$ cat src/rtl/ilir_pkg.sv
`timescale 1ns / 1ps

package ilir_pkg;

    // Storage geometry of the list.
    localparam int DEPTH       = 64;
    localparam int VALUE_WIDTH = 32;

    // Field widths of the request and response words.
    localparam int OP_W     = 2;
    localparam int INDEX_W  = 7;
    localparam int COUNT_W  = 7;
    localparam int STATUS_W = 2;

    typedef enum logic [OP_W-1:0] {
        OP_APPEND = 2'd0,
        OP_INSERT = 2'd1,
        OP_SET    = 2'd2,
        OP_REMOVE = 2'd3
    } op_t;

    typedef enum logic [STATUS_W-1:0] {
        ST_OK        = 2'd0,
        ST_BAD_INDEX = 2'd1,
        ST_FULL      = 2'd2
    } status_t;

    // Command broadcast to every cell of the chain in the same cycle.
    typedef struct packed {
        logic                   shift_up;
        logic                   shift_down;
        logic [INDEX_W-1:0]     shift_pos;
        logic                   wr_en;
        logic [INDEX_W-1:0]     wr_pos;
        logic [VALUE_WIDTH-1:0] wr_value;
        logic [INDEX_W-1:0]     rd_pos;
    } cell_cmd_t;

endpackage

$ cat src/rtl/ilir_ctrl.sv
`timescale 1ns / 1ps

module ilir_ctrl
    import ilir_pkg::*;
(
    input  logic                   clk,
    input  logic                   rst_n,
    input  logic                   cfg_we,
    input  logic [COUNT_W-1:0]     cfg_wdata,
    input  logic                   req_valid,
    output logic                   req_ready,
    input  logic [OP_W-1:0]        req_operation,
    input  logic [INDEX_W-1:0]     req_index,
    input  logic [VALUE_WIDTH-1:0] req_value,
    input  logic [VALUE_WIDTH-1:0] sel_value,
    output cell_cmd_t              cmd,
    output logic                   rsp_valid,
    input  logic                   rsp_ready,
    output logic [STATUS_W-1:0]    rsp_status,
    output logic [VALUE_WIDTH-1:0] rsp_old_value,
    output logic [COUNT_W-1:0]     rsp_count
);

    logic [COUNT_W-1:0]     capacity_reg;
    logic [COUNT_W-1:0]     capacity_next;
    logic [COUNT_W-1:0]     count_reg;
    logic [COUNT_W-1:0]     count_next;
    logic                   out_valid_reg;
    logic                   out_valid_next;
    logic [STATUS_W-1:0]    status_reg;
    logic [VALUE_WIDTH-1:0] old_reg;
    logic [COUNT_W-1:0]     out_count_reg;

    logic                   accept;
    logic [COUNT_W-1:0]     limit;
    logic                   full;
    status_t                status;
    logic [VALUE_WIDTH-1:0] old_value;
    logic [INDEX_W-1:0]     count_idx;

    assign req_ready = !out_valid_reg || rsp_ready;
    assign accept    = req_valid && req_ready;

    // The usable limit saturates at the number of cells.
    assign limit     = (capacity_reg > COUNT_W'(DEPTH)) ? COUNT_W'(DEPTH) : capacity_reg;
    assign full      = (count_reg >= limit);
    assign count_idx = INDEX_W'(count_reg);

    always_comb
    begin
        cmd            = '0;
        cmd.rd_pos     = req_index;
        cmd.shift_pos  = req_index;
        cmd.wr_value   = req_value;
        status         = ST_OK;
        old_value      = '0;
        count_next     = count_reg;
        case (op_t'(req_operation))
            OP_APPEND:
            begin
                if (full)
                begin
                    status = ST_FULL;
                end
                else
                begin
                    cmd.wr_en  = accept;
                    cmd.wr_pos = count_idx;
                    count_next = count_reg + COUNT_W'(1);
                end
            end
            OP_INSERT:
            begin
                if (req_index > count_idx)
                begin
                    status = ST_BAD_INDEX;
                end
                else if (full)
                begin
                    status = ST_FULL;
                end
                else
                begin
                    cmd.shift_up = accept;
                    cmd.wr_en    = accept;
                    cmd.wr_pos   = req_index;
                    count_next   = count_reg + COUNT_W'(1);
                end
            end
            OP_SET:
            begin
                if (req_index >= count_idx)
                begin
                    status = ST_BAD_INDEX;
                end
                else
                begin
                    cmd.wr_en  = accept;
                    cmd.wr_pos = req_index;
                    old_value  = sel_value;
                end
            end
            OP_REMOVE:
            begin
                if (req_index >= count_idx)
                begin
                    status = ST_BAD_INDEX;
                end
                else
                begin
                    cmd.shift_down = accept;
                    old_value      = sel_value;
                    count_next     = count_reg - COUNT_W'(1);
                end
            end
            default:
            begin
                status = ST_BAD_INDEX;
            end
        endcase
    end

    always_comb
    begin
        capacity_next  = cfg_we ? cfg_wdata : capacity_reg;
        out_valid_next = out_valid_reg;
        if (accept)
        begin
            out_valid_next = 1'b1;
        end
        else if (rsp_ready)
        begin
            out_valid_next = 1'b0;
        end
    end

    always_ff @(posedge clk or negedge rst_n)
    begin
        if (!rst_n)
        begin
            capacity_reg  <= COUNT_W'(64);
            count_reg     <= '0;
            out_valid_reg <= 1'b0;
        end
        else
        begin
            capacity_reg  <= capacity_next;
            out_valid_reg <= out_valid_next;
            if (accept)
            begin
                count_reg <= count_next;
            end
        end
    end

    always_ff @(posedge clk)
    begin
        if (accept)
        begin
            status_reg    <= status;
            old_reg       <= old_value;
            out_count_reg <= count_next;
        end
    end

    assign rsp_valid     = out_valid_reg;
    assign rsp_status    = status_reg;
    assign rsp_old_value = old_reg;
    assign rsp_count     = out_count_reg;

endmodule

$ cat config.mk
export PLATFORM = sky130hd
export DESIGN_NAME = ilir_ctrl
export DESIGN_NICKNAME = d
export VERILOG_FILES = /design/src/rtl/ilir_pkg.sv /design/src/rtl/ilir_ctrl.sv
export SDC_FILE = /design/constraint.sdc
export NUM_CORES = 1
export LEC_CHECK = 0
export BUFFER_PORTS_ARGS = -buffer_cell sky130_fd_sc_hd__buf_2
export CAP_MARGIN = 20
export CORE_ASPECT_RATIO = 1.2
export CORE_MARGIN = 10
export CORE_UTILIZATION = 39
export CTS_BUF_LIST = sky130_fd_sc_hd__clkbuf_8 sky130_fd_sc_hd__clkbuf_16
export CTS_CLUSTER_DIAMETER = 100
export CTS_CLUSTER_SIZE = 16
export DETAILED_ROUTE_END_ITERATION = 16
export PLACE_DENSITY = 0.71
export SYNTH_ARGS = -nofsm -noshare
export SYNTH_HDL_FRONTEND = slang
export SYNTH_SLANG_ARGS = --single-unit
$ cat constraint.sdc
create_clock -name clk -period 6.2 [get_ports clk]
set_input_delay 0.93 -clock clk [delete_from_list [all_inputs] [get_ports clk]]
set_output_delay 0.93 -clock clk [all_outputs]
set_load 0.005 [all_outputs]
==> reports/summary.txt <==
DRT antenna net count -> 0
Initial Util -> 40.2%
Leading area contributor after synthesis -> edfxtp_1
RePlAce Congestion -> 0.904
Hold buffer count at CTS -> 0
# H-tree levels -> 2
Syn Nets -> 426
Avg Cell Area, Syn -> 10.7 µm²
Synth top area share -> 35.6%
Setup Skew -> 8.75 ps
CP Capture Type -> output pin
Slew margin rel. -> 50.7%
Clock Latency Late Sink -> 310 ps
Final Core Density -> 45.3%
Die Width -> 106 µm
Initial antenna violation count -> 0
Clk root buf -> clkbuf_8
Yosys warns -> 0
Sequential share of the synthesized area -> 46.4%
Synth Cell Area -> 3460 µm²
Number of synthesized flops with an enable pin -> 41
Crit-path slowest cell -> a211oi_1
Max rail drop VDD -> 101 µV
N_diodes -> 0
CTS sink count -> 56
Crit path cell chain -> inv_1 -> ha_1 -> nor2b_1 -> o21ai_1 -> a211oi_1 -> nor2b_1 -> a22o_1 -> buf_2
Mapped Cells -> 324
CORE AREA -> 8610 µm²
F_max -> 241 MHz
Slew Limit Fails -> 0
CP most frequent cell -> nor2b_1
Per-cell routed wire length -> 17.6 µm
Clock power frac -> 16.5%
Via count -> 2672
CP max stage delay -> 650 ps
Largest register FFs -> 32
Post-CTS Repair Setup Buffers -> 0
Sw power -> 0.479 mW
Global-route wire length before repair -> 14.0 mm
Max FO, Critical Path -> 9
Flop pwr share -> 42.6%
Vias in the first global route -> 2720
Worst setup path category -> reg -> out
Gr usage total -> 12.9%
FFs w/ async S/R, synth -> 26.8%
Combinational power share -> 40.9%
CTS tree -> built
Min Tclk post-route -> 4160 ps
Internal Power -> 0.768 mW
Number of vias per cell -> 5.26
Setup TNS -> 0 ps
Final setup vio count -> 0
Final hold slack -> 519 ps
Maxcap violations -> 0
Worst Path Buf+Inv -> 2
# resized after CTS -> 0
Worst Hold Class -> in -> async
Clk pin slew, worst setup/hold paths -> 110 ps
Hold Vio Cnt, Final -> 0
RSZ-0062 raised after global routing -> false
I/O Buffers -> 119
Share of cells above drive strength 1 -> 38.1%
P&R area growth vs syn -> 12.8%
Crit path DAT -> 3230 ps
Switching share of power -> 38.4%
DRC -> 0
Height of the die -> 123 µm
FF+latch count, synth -> 56
Lkg Pwr -> 1.81 nW
Nets -> 492
Top delay family on crit path -> compound AO/OA/AOI/OAI gates
PD cells -> 319 nW/µm²
Synth area leaders -> edfxtp_1 (36%), dfrtp_1 (10%), buf_4 (10%), ha_1 (6.1%), and3_1 (6.0%)
CP required -> 5270 ps
Clock tree buffer depth -> 2
Final HPWL DP -> 6.97 mm
DR iter-0 viols -> 199
Yosys cell types -> 54
Row count -> 37
Total wire length -> 8.94 mm
Tcrit/Tclk final -> 67.1%
Number of CTS-inserted buffers -> 5
Ports -> 184
Worst slew pin tran -> 736 ps
Die area -> 13100 µm²
Detailed Routing Iterations Pass 1 -> 5
Status -> complete, no violations
Grt total ovfl -> 0
Startpoint types -> flop
Largest net degree at the start of global routing -> 51
Top FF cell, synth -> edfxtp_1
[metal layers]
| metal | GRT usage [%] | vias to the layer above | part of all wire, % | wire length, µm |
|---|---|---|---|---|
| met5 | 0 | - | 0 | 0 |
| met4 | 5.00 | 0 | 3.0 | 269 |
| met3 | 3.80 | 32 | 8.8 | 789 |
| met2 | 22.5 | 139 | 49 | 4420 |
| met1 | 14.7 | 1225 | 39 | 3460 |
| li1 | - | 1276 | - | - |
[worst paths after layout]
kind | startpoint | slack (ps) | cells past startpoint | endpoint
worst max-delay path | count_idx[0] | 2040 | 8 | cmd[45]
min in group clk | capacity_reg[2] | 520 | 1 | capacity_reg[2]
worst max register to register | count_idx[0] | 3250 | 8 | count_idx[6]
worst min register to register | capacity_reg[2] | 520 | 1 | capacity_reg[2]
worst min-delay path | rst_n | 520 | 1 | rsp_valid
max in group asynchronous | rst_n | 5370 | 1 | capacity_reg[6]
[per-stage QoR]
step / setup WS, ps / power [mW] / cells / area, µm²
5_1_grt: 1890 / 1.33 / 508 / 3900
4_1_cts: 2070 / 1.26 / 508 / 3900
3_5_place_dp: 2070 / 1.05 / 500 / 3810
6_report: 2040 / 1.25 / 508 / 3900
2_1_floorplan: 2810 / 0.903 / 324 / 3460
3_3_place_gp: 2160 / 1.03 / 500 / 3810
[cell usage in the layout, fill, tap and decap left out, types with 7 or more instances in the layout]
master and count:
a21oi_1 16, a22o_1 8, and3_1 33, buf_2 119
dfrtp_1 14, edfxtp_1 41, ha_1 17, inv_1 10
nand2_1 20, nand3_1 7, nor2_1 14, o21ai_0 7
[cells in the mapped netlist, drive strengths merged (4+ instances only)]
library cell,n
nand4,4
edfxtp,41
nor2,14
clkbuf,13
a22o,8
nand2,20
buf,49
dfrtp,14
inv,12
o21ai,11
a21oi,17
nand3,7
a211oi,4
ha,17
nor3,4
and3,33
mux2,7
xnor2,6
[layout make-up]
cell class                 count  area [µm²]
timing repair buffer         121         611
clock inverter                 3        25.0
clock buffer                   5        68.8
multi-input combinational    194        1400
inverter                      12        45.0
tap                          117         146
fill                         821        4710
sequential                    56        1610
[power groups by stage]
stage                     logic (mW)  registers, mW  clock network, mW
after floorplan                0.382          0.521                  0
after global placement         0.490          0.540                  0
after detailed placement       0.510          0.541                  0
after CTS                      0.512          0.532              0.215
after global routing           0.571          0.537              0.225
final                          0.510          0.532              0.205
[cells by family (layout without fill, tap and decap cells)]
logic type               after synthesis  in the layout  share of synthesized area [%]
AO/OA/AOI/OAI                         66             66                           14.9
XOR/XNOR                               6              6                           1.52
adder cells (fa/ha/maj)               17             17                           6.14
buffers and inverters                 74            141                           13.1
flip-flops                            56             56                           46.4
multiplexers                           8              8                           2.57
AND/OR/NAND/NOR                       97             97                           15.3
Note: power is estimated with default switching activity, not from simulation.
