`src/rtl/ilir_pkg.sv`:
```
`timescale 1ns / 1ps

package ilir_pkg;

    // Storage geometry of the list.
    localparam int DEPTH       = 64;
    localparam int VALUE_WIDTH = 32;

    // Field widths of the request and response words.
    localparam int OP_W     = 2;
    localparam int INDEX_W  = 7;
    localparam int COUNT_W  = 7;
    localparam int STATUS_W = 2;

    typedef enum logic [OP_W-1:0] {
        OP_APPEND = 2'd0,
        OP_INSERT = 2'd1,
        OP_SET    = 2'd2,
        OP_REMOVE = 2'd3
    } op_t;

    typedef enum logic [STATUS_W-1:0] {
        ST_OK        = 2'd0,
        ST_BAD_INDEX = 2'd1,
        ST_FULL      = 2'd2
    } status_t;

    // Command broadcast to every cell of the chain in the same cycle.
    typedef struct packed {
        logic                   shift_up;
        logic                   shift_down;
        logic [INDEX_W-1:0]     shift_pos;
        logic                   wr_en;
        logic [INDEX_W-1:0]     wr_pos;
        logic [VALUE_WIDTH-1:0] wr_value;
        logic [INDEX_W-1:0]     rd_pos;
    } cell_cmd_t;

endpackage

```
`src/rtl/ilir_cell.sv`:
```
`timescale 1ns / 1ps

module ilir_cell
    import ilir_pkg::*;
(
    input  logic                   clk,
    input  logic [INDEX_W-1:0]     position,
    input  cell_cmd_t              cmd,
    input  logic [VALUE_WIDTH-1:0] left_value,
    input  logic [VALUE_WIDTH-1:0] right_value,
    output logic [VALUE_WIDTH-1:0] value,
    output logic [VALUE_WIDTH-1:0] rd_data
);

    logic [VALUE_WIDTH-1:0] value_reg;
    logic [VALUE_WIDTH-1:0] value_next;

    // A direct write wins over a shift, so an insert drops its new value into
    // the cell at the index while the cells above it take their lower neighbor.
    always_comb
    begin
        value_next = value_reg;
        if (cmd.shift_up && (position > cmd.shift_pos))
        begin
            value_next = left_value;
        end
        if (cmd.shift_down && (position >= cmd.shift_pos))
        begin
            value_next = right_value;
        end
        if (cmd.wr_en && (position == cmd.wr_pos))
        begin
            value_next = cmd.wr_value;
        end
    end

    always_ff @(posedge clk)
    begin
        value_reg <= value_next;
    end

    assign value   = value_reg;
    assign rd_data = (position == cmd.rd_pos) ? value_reg : '0;

endmodule

```
`config.mk`:
```
export PLATFORM = sky130hd
export DESIGN_NAME = ilir_cell
export DESIGN_NICKNAME = d
export VERILOG_FILES = /design/src/rtl/ilir_pkg.sv /design/src/rtl/ilir_cell.sv
export SDC_FILE = /design/constraint.sdc
export NUM_CORES = 1
export LEC_CHECK = 0
export BUFFER_PORTS_ARGS = -buffer_cell sky130_fd_sc_hd__buf_4
export CAP_MARGIN = 20
export CORE_MARGIN = 2
export CORE_UTILIZATION = 36
export DETAILED_ROUTE_END_ITERATION = 8
export GPL_TIMING_DRIVEN = 0
export PLACE_DENSITY = 0.87
export SETUP_SLACK_MARGIN = 0.4
export SLEW_MARGIN = 20
export SYNTH_ARGS = -nofsm -noshare
export SYNTH_HDL_FRONTEND = slang
export SYNTH_SLANG_ARGS = --single-unit
export TNS_END_PERCENT = 5
```
`constraint.sdc`:
```
create_clock -name clk -period 3.3 [get_ports clk]
set_input_delay 0.495 -clock clk [delete_from_list [all_inputs] [get_ports clk]]
set_output_delay 0.495 -clock clk [all_outputs]
set_load 0.1 [all_outputs]
```
==> impl_metrics.py, run 1 <==
metrics = {
    "final_layout": {
        "nets": 604,
        "largest_reg_flops": 32,
        "drive_gt1_share_pct": 48.72,
        "finalInstanceArea_mm2": 0.004149,
        "antenna_cells": 0,
        "n_fill_cell": 543,
        "syn2layout_area_growth_pct": 72.71,
    },
    "setup_path": {
        "cpMaxStageDelayCell": "a211o_1",
        "path_max_fanout": 10,
        "endpoint_kind": "register",
        "crit_chain": "buf_4 > inv_1 > ha_1 > nand2b_1 > a211o_1 > a21oi_2 > clkbuf_2 > o211ai_1 > buf_6 > buf_4",
        "worstSetupPathType": "input pin to register",
        "worstPathRequired_ns": 3.34,
        "crit_top_cell": "buf_4",
        "max_stage_delay_ns": 0.33,
        "cp_data_arrival_time_ns": 2.76,
        "cp-start-kind": "input pin",
    },
    "yosys": {
        "yosysTopAreaCell": "edfxtp_1",
        "postSynthAreaPerCell_um2": 8.964,
        "ys_ff_latch": 32,
        "synth-edff-count": 32,
        "async_flop_share_pct": 0,
        "synth-seq-area-share_pct": 40.00,
        "synth.top_cell.area_share_pct": 40.00,
        "synth.top_cells.by_area": "edfxtp_1 40%, a31oi_1 8.3%, and2_1 8.3%, a21oi_1 7.3%, nor2_1 5.5%",
        "syn-num-nets": 403,
        "ys_warn_count": 0,
        "post_synth_num_cell_types": 31,
        "synthFlopType": "edfxtp_1",
        "synth_commonest_cells": "35 x a21oi_1, 35 x nor2_1, 32 x a31oi_1, 32 x and2_1, 32 x edfxtp_1",
        "synth_area_mm2": 0.002402,
        "syn_inst": 268,
    },
    "clock_network": {
        "tritoncts": "built",
        "cts_buffers": 5,
        "h-tree-depth": 2,
        "clock_sinks": 32,
        "cts_buffer_depth": 2,
        "cts_hold_buf": 0,
        "cts_root_buffer": "clkbuf_8",
        "clk_transition_reported_paths_ns": 0.07,
    },
    "place": {
        "dp_hpwl_um": 7174,
        "portBuffers": 190,
        "place_area_mm2": 0.004035,
        "place_ws_ns": 0.2865,
        "place_congestion": 0.8733,
    },
    "route": {
        "drtIter0Drc": 124,
        "drc": 0,
        "first_pass_iters": 4,
        "ant_nets": 0,
        "wl_per_cell_um": 16.28,
        "vias": 2866,
        "routed_wl_um": 8907,
        "viasPerCell": 5.239,
    },
    "timing": {
        "whs_ns": 0.5366,
        "setup_tns_ns": 0,
        "fin_crit_ns": 2.717,
        "drv_slew": 0,
        "setup_viol_count_final": 0,
        "relSlewSlack_pct": 56.01,
        "hold_viol": 0,
        "min_period_over_period_pct": 82.33,
        "rsz0062_at_grt": "true",
        "worst_pin_slew_ns": 0.6570,
        "fmax_ghz": 0.3680,
        "setup_ws_ns": 0.5830,
    },
    "die": {
        "rows": 29,
        "initial_core_util_pct": 37.62,
        "fp.dieH_um": 85.69,
        "die_w_um": 85.69,
        "coreArea_mm2": 0.006386,
        "dieArea_mm2": 0.007343,
        "io_pins": 192,
    },
    "grt": {
        "grt_overflow": 0,
        "antenna_found_initial": 0,
        "track_usage_pct": 23.87,
        "grt_pass1_vias": 3001,
        "grt_start_max_net_pins": 11,
        "grt_pass1_wl_um": 14010,
    },
    "power": {
        "peakVddDrop_uv": 383.8,
        "p_leak_uw": 0.001904,
        "power.density_mw_per_mm2": 474.5,
    },
    "min_path": {
        "holdCritStartpoint": "cmd[10]",
        "min_path_type": "input pin to register",
        "hold_depth": 3,
        "min_to": "value[3]",
    },
    "status": {
        "status": "finished clean",
    },
    "job": {
        "maxCapViolations": 0,
    },
}
[kinds of logic after synthesis]
| group | Yosys count | share of synthesized area (%) |
|---|---|---|
| buf+inv | 32 | 10.21 |
| simple gates | 77 | 16.61 |
| fa+ha+maj | 7 | 3.646 |
| xor+xnor | 14 | 5.104 |
| flops | 32 | 40.00 |
| compound gates | 106 | 24.43 |
[through the flow]
step                total power [uW]  std cells  util (%)
floorplan                       1304        268         -
global placement                1587        535     62.66
detailed placement              1613        539     63.19
CTS                             1979        547     64.95
global route                    2044        547     64.97
finish                          1969        547     64.97
[layout make-up]
type | instances | area (um^2) | area share (%)
clock inverter | 3 | 37.54 | 0.9047
timing repair buffer | 194 | 1460 | 35.19
buffer | 23 | 214.0 | 5.157
sequential | 32 | 960.9 | 23.16
inverter | 9 | 56.30 | 1.357
clock buffer | 5 | 68.82 | 1.659
multi-input combinational | 204 | 1255 | 30.25
tap | 77 | 96.34 | 2.322
[power breakdown]
| group | switching (uW) | leakage [uW] | internal (uW) |
|---|---|---|---|
| Combinational | 746 | 0.00155 | 275 |
| Sequential | 38.8 | 0.000305 | 544 |
| Clock | 144 | 0.0000532 | 220 |
[critical path: cells and delay by family]
kind,cells,cell delay [ns]
adders and majority gates,1,0.29
buffers and inverters,5,0.86
and+or+nand+nor,1,0.14
AOI/OAI and AO/OA,3,0.97
[cell usage in the layout (no fill, tap or decap), types with 2 or more instances in the layout]
master	n
a21oi_1	35
a31oi_1	32
and2_1	32
buf_4	197
buf_6	5
buf_8	3
clkbuf_1	3
clkbuf_2	2
clkbuf_8	8
clkinv_1	2
dlygate4sd1_1	3
edfxtp_1	32
ha_1	3
ha_4	4
inv_1	5
inv_4	2
nand4_1	3
nor2_1	34
nor4_2	2
o21ai_0	25
o21ai_1	9
xnor2_1	5
xor2_1	9
[timing repair]
action,in CTS,in global routing
endpoints found under the setup margin,29,12
buffers inserted,0,0
resized for setup,1,2
[how the worst max path moves through the flow]
stage | start | end | slack, ns
after detailed placement | position[0] | value[2] | 0.29
after floorplan | cmd[52] | value[0] | -0.001
after global placement | cmd[52] | value[13] | -0.98
final | position[0] | value[29] | 0.58
after CTS | position[4] | rd_data[20] | 0.56
after global routing | position[0] | rd_data[6] | 0.38
[per-layer routing]
layer  up-vias  global-route usage [%]  part of all wire, %
met5         -                       0                    0
met4         0                   6.926                  2.1
met3        18                   6.160                  8.2
met2       159                   44.32                   52
met1      1315                   26.74                   38
li1       1374                       -                    -
No activity file was read; power rests on OpenSTA's default activity.
==> inputs of run 2 (changes only) <==
Settings changed: ABC_AREA set to 1, CORE_UTILIZATION 36 to 38, PLACE_DENSITY 0.87 to 0.86.
Clock period 3.3 ns to 2.37 ns, I/O delays scaled along.
==> impl_metrics.py, run 2 <==
metrics = {
    "route": {
        "first_pass_iters": 4,
        "drtIter0Drc": 96,
        "drc": 0,
        "ant_nets": 0,
        "wl_per_cell_um": 14.04,
        "routed_wl_um": 9993,
        "vias": 3343,
        "viasPerCell": 4.695,
    },
    "min_path": {
        "holdCritStartpoint": "cmd[16]",
        "hold_depth": 3,
        "min_path_type": "input pin to register",
        "min_to": "value[9]",
    },
    "final_layout": {
        "largest_reg_flops": 32,
        "n_fill_cell": 529,
        "nets": 748,
        "fin_util_pct": 71.92,
        "layout_common_cells": "157 x buf_4, 111 x inv_1, 102 x nand2_1, 66 x nand3_1",
        "antenna_cells": 0,
        "drive_gt1_share_pct": 45.68,
        "syn2layout_area_growth_pct": 84.06,
        "final_common_cell": "buf_4",
    },
    "place": {
        "place_ws_ns": -0.1082,
        "portBuffers": 190,
        "place_congestion": 0.8593,
        "dp_hpwl_um": 7114,
    },
    "setup_path": {
        "cp_num_buf_inv": 4,
        "crit_start": "cmd[2]",
        "critPathTopFamily": "buffers and inverters",
        "max_stage_delay_ns": 0.29,
        "worstSetupPathType": "input pin to output port",
        "endpoint_kind": "output port",
        "worstPathRequired_ns": 2.01,
        "cp-start-kind": "input pin",
        "crit_top_cell": "buf_12",
        "path_max_fanout": 10,
        "cp_data_arrival_time_ns": 1.65,
        "crit_chain": "buf_6 > xnor2_2 > nand4_1 > or2_4 > buf_12 > buf_12 > nor2_4 > buf_8",
        "cpMaxStageDelayCell": "or2_4",
    },
    "yosys": {
        "synth_area_mm2": 0.002834,
        "synth.top_cells.by_area": "edfxtp_1 34%, inv_1 15%, nand2_1 14%, nand3_1 12%, buf_6 4.8%",
        "synth-seq-area-share_pct": 33.91,
        "synthFlopType": "edfxtp_1",
        "synth-edff-count": 32,
        "synth.top_cell.area_share_pct": 33.91,
        "post_synth_num_cell_types": 26,
        "ys_warn_count": 0,
        "postSynthAreaPerCell_um2": 6.895,
        "synth_commonest_cells": "111 x inv_1, 102 x nand2_1, 68 x nand3_1, 32 x edfxtp_1, 18 x nor2_1",
        "ys_ff_latch": 32,
        "yosysTopAreaCell": "edfxtp_1",
        "yosysMostFrequentCell": "inv_1",
        "async_flop_share_pct": 0,
        "syn-num-nets": 546,
        "syn_inst": 411,
    },
    "power": {
        "p_leak_uw": 0.002819,
        "power.density_mw_per_mm2": 543.0,
        "peakVddDrop_uv": 227.4,
    },
    "status": {
        "status": "finished clean",
    },
    "grt": {
        "antenna_found_initial": 0,
        "track_usage_pct": 20.72,
        "grt_overflow": 0,
        "grt_pass1_wl_um": 13920,
        "grt_start_max_net_pins": 33,
        "grt_pass1_vias": 3056,
    },
    "clock_network": {
        "tritoncts": "built",
        "cts_hold_buf": 0,
        "cts_buffer_depth": 2,
        "cts_buffers": 5,
        "cts_root_buffer": "clkbuf_8",
        "clk_transition_reported_paths_ns": 0.07,
        "h-tree-depth": 2,
        "clock_sinks": 32,
    },
    "timing": {
        "setup_viol_count_final": 0,
        "min_period_over_period_pct": 84.71,
        "worst_pin_slew_ns": 0.4073,
        "hold_viol": 0,
        "relSlewSlack_pct": 72.84,
        "drv_slew": 0,
        "fin_crit_ns": 2.008,
        "setup_tns_ns": 0,
        "whs_ns": 0.3459,
        "fmax_ghz": 0.4981,
        "rsz0062_at_grt": "true",
        "setup_ws_ns": 0.3625,
    },
    "die": {
        "io_pins": 192,
        "coreArea_mm2": 0.007253,
        "rows": 31,
        "die_w_um": 90.36,
        "fp.dieH_um": 90.36,
        "dieArea_mm2": 0.008165,
        "initial_core_util_pct": 39.07,
    },
    "job": {
        "maxCapViolations": 0,
    },
}
[run 2: how the worst max path moves through the flow]
stage / to / slack, ns / cells past startpoint
after floorplan: rd_data[10] / 0.38 / 2
after global placement: value[11] / -0.08 / 9
after detailed placement: value[8] / -0.11 / 9
after CTS: value[21] / 0.19 / 9
after global routing: rd_data[11] / 0.29 / 8
final: rd_data[26] / 0.36 / 8
[run 2: per-layer routing]
layer	wire length [um]	share of wire, %	vias to the layer above	track usage (%)
li1	-	-	1635	-
met1	3669	37	1531	23.50
met2	5505	55	153	38.60
met3	522	5.2	24	3.673
met4	296	3.0	0	7.692
met5	0	0	-	0
[run 2: final cells by class]
class	count	area [um^2]	area share, %
Sequential cell	32	960.9	18.42
Timing Repair Buffer	192	1833	35.14
Inverter	113	429.2	8.227
Clock inverter	1	5.005	0.09595
Tap cell	99	123.9	2.375
Clock buffer	6	72.57	1.391
Buffer	20	225.2	4.318
Multi-Input combinational cell	249	1567	30.03
[run 2: repair_timing]
action / CTS / global route
endpoints found under the setup margin: 62 / 71
pin swaps: 1 / 8
hold endpoints to repair: 0 / 0
cloned: 0 / 5
gates resized for setup: 0 / 105
setup buffers: 0 / 0
[run 2: cell families after synthesis]
group	count (synthesis)	synth area share, %
AOI/OAI and AO/OA	4	1.103
xor gates and xnor gates	9	2.782
adders and majority gates	7	3.090
buffers and inverters	133	21.85
DFF	32	33.91
and+or+nand+nor	226	37.26
[run 2: worst min-delay path: cells and delay by family]
| kind | cells | cell delay [ns] |
|---|---|---|
| simple gates | 2 | 0.09 |
| buf+inv | 1 | 0.08 |
[run 2: stage by stage]
step | cell area, um^2 | total power, uW | cells
final | 5216 | 2832 | 712
after global routing | 5216 | 2944 | 712
after CTS | 4677 | 2778 | 707
after detailed placement | 4599 | 2385 | 700
after global placement | 4599 | 2361 | 700
after floorplan | 3049 | 1972 | 411
[run 2: power by group]
group / leakage [uW] / switching [uW] / internal (uW) / total [uW]
sequential: 0.000309 / 61.9 / 764 / 825
combinational: 0.00247 / 1190 / 418 / 1600
clock: 0.0000410 / 203 / 200 / 403
==> inputs of run 3 (changes only) <==
Clock period 2.37 ns to 1.7 ns, I/O delays scaled along.
==> impl_metrics.py, run 3 (synthesis results as in run 2) <==
metrics = {
    "status": {
        "status": "complete, but fails checks",
        "violations": "negative setup slack",
    },
    "die": {
        "io_pins": 192,
        "fp.dieH_um": 90.36,
        "rows": 31,
        "coreArea_mm2": 0.007253,
        "dieArea_mm2": 0.008165,
        "die_w_um": 90.36,
        "initial_core_util_pct": 39.07,
    },
    "setup_path": {
        "worstPathRequired_ns": 1.44,
        "endpoint_kind": "output port",
        "crit_start": "cmd[2]",
        "cp_data_arrival_time_ns": 1.51,
        "cp-start-kind": "input pin",
        "path_max_fanout": 7,
        "worstSetupPathType": "input pin to output port",
        "critPathCapture": "rd_data[13]",
    },
    "timing": {
        "drv_slew": 0,
        "relSlewSlack_pct": 55.03,
        "fin_crit_ns": 1.766,
        "hold_viol": 0,
        "rsz0062_at_grt": "true",
        "min_period_over_period_pct": 103.9,
        "fmax_ghz": 0.5662,
        "setup_ws_ns": -0.06605,
        "worst_pin_slew_ns": 0.6745,
        "setup_viol_count_final": 32,
    },
    "route": {
        "drc": 0,
        "ant_nets": 0,
        "wl_per_cell_um": 17.19,
        "drtIter0Drc": 110,
        "vias": 3580,
        "first_pass_iters": 5,
        "routed_wl_um": 12380,
        "viasPerCell": 4.972,
    },
    "grt": {
        "grt_overflow": 0,
        "grt_pass1_wl_um": 18970,
        "track_usage_pct": 29.08,
        "antenna_found_initial": 0,
        "grt_start_max_net_pins": 14,
        "grt_pass1_vias": 3809,
    },
    "final_layout": {
        "final_common_cell": "buf_4",
        "finalInstanceArea_mm2": 0.006092,
        "largest_reg_flops": 32,
        "drive_gt1_share_pct": 66.18,
        "nets": 755,
        "layout_common_cells": "145 x buf_4, 74 x inv_1, 70 x nand2_1, 47 x nand3_2, 42 x buf_12",
        "syn2layout_area_growth_pct": 115.0,
        "antenna_cells": 0,
    },
    "place": {
        "place_congestion": 0.8718,
        "portBuffers": 190,
        "place_area_mm2": 0.004661,
        "dp_hpwl_um": 7294,
    },
    "clock_network": {
        "cts_root_buffer": "clkbuf_8",
        "tritoncts": "built",
        "clock_sinks": 32,
        "cts_buffer_depth": 2,
        "cts_hold_buf": 0,
        "clk_transition_reported_paths_ns": 0.08,
        "cts_buffers": 5,
        "h-tree-depth": 2,
    },
    "min_path": {
        "min_path_type": "input pin to register",
    },
    "power": {
        "power.density_mw_per_mm2": 741.7,
        "peakVddDrop_uv": 371.9,
        "total_power_uw": 4519,
        "p_leak_uw": 0.003119,
    },
    "job": {
        "maxCapViolations": 0,
    },
}
==> run 3: stage by stage <==
stage | util (%) | setup TNS, ns | setup WS, ns | std cells | hold WS [ns]
2_1_floorplan | - | -5.044 | -0.08212 | 411 | 0.4352
3_3_place_gp | 64.26 | -29.01 | -0.5816 | 700 | 0.5258
3_5_place_dp | 64.26 | -33.34 | -0.6327 | 700 | 0.5306
4_1_cts | 81.77 | -0.6306 | -0.04113 | 718 | 0.2268
5_1_grt | 83.99 | -2.551 | -0.1157 | 720 | 0.2266
6_report | 83.99 | -1.043 | -0.06605 | 720 | 0.2322
==> run 3: worst min-delay path by stage <==
| stage | from | slack, ns | to | cells past startpoint |
|---|---|---|---|---|
| finish | cmd[16] | 0.23 | value[9] | 3 |
| global route | cmd[16] | 0.23 | value[9] | 3 |
| CTS | cmd[16] | 0.23 | value[9] | 3 |
| detailed placement | cmd[16] | 0.53 | value[9] | 3 |
| global placement | cmd[27] | 0.53 | value[20] | 3 |
| floorplan | cmd[17] | 0.44 | value[10] | 2 |
==> run 3: power by group <==
part           switching (uW)  internal [uW]  leakage [uW]
Clock                     314            436     0.0000552
Combinational            1820            754       0.00275
Sequential                127           1070      0.000309
Total                    2260           2260       0.00312
==> run 3: critical path, cell delays in order <==
cell	delay (ns)
buf_6	0.11
xnor2_4	0.16
nand4_1	0.10
or2_4	0.25
buf_12	0.16
clkbuf_16	0.17
nor2_4	0.11
buf_12	0.18
==> run 3: final cells by class <==
class	count	area, um^2
buffer	20	276.5
clock buffer	6	72.57
clock inverter	2	35.03
fill	391	1161
inverter	113	439.2
multi-input combinational	249	2123
sequential	32	960.9
tap	99	123.9
timing repair buffer	199	2061
==> run 3: layer usage <==
layer,up-vias,GRT usage [%],share of wire [%]
li1,1655,-,-
met1,1667,32.23,35
met2,212,54.01,54
met3,46,4.508,6.3
met4,0,13.97,4.8
met5,-,0,0
==> run 3: what timing repair did <==
item	CTS	global route
gates resized for setup	244	18
setup endpoints to repair	96	97
cloned	5	2
buffers inserted	5	0
hold endpoints to repair	0	0
pin swaps	92	20
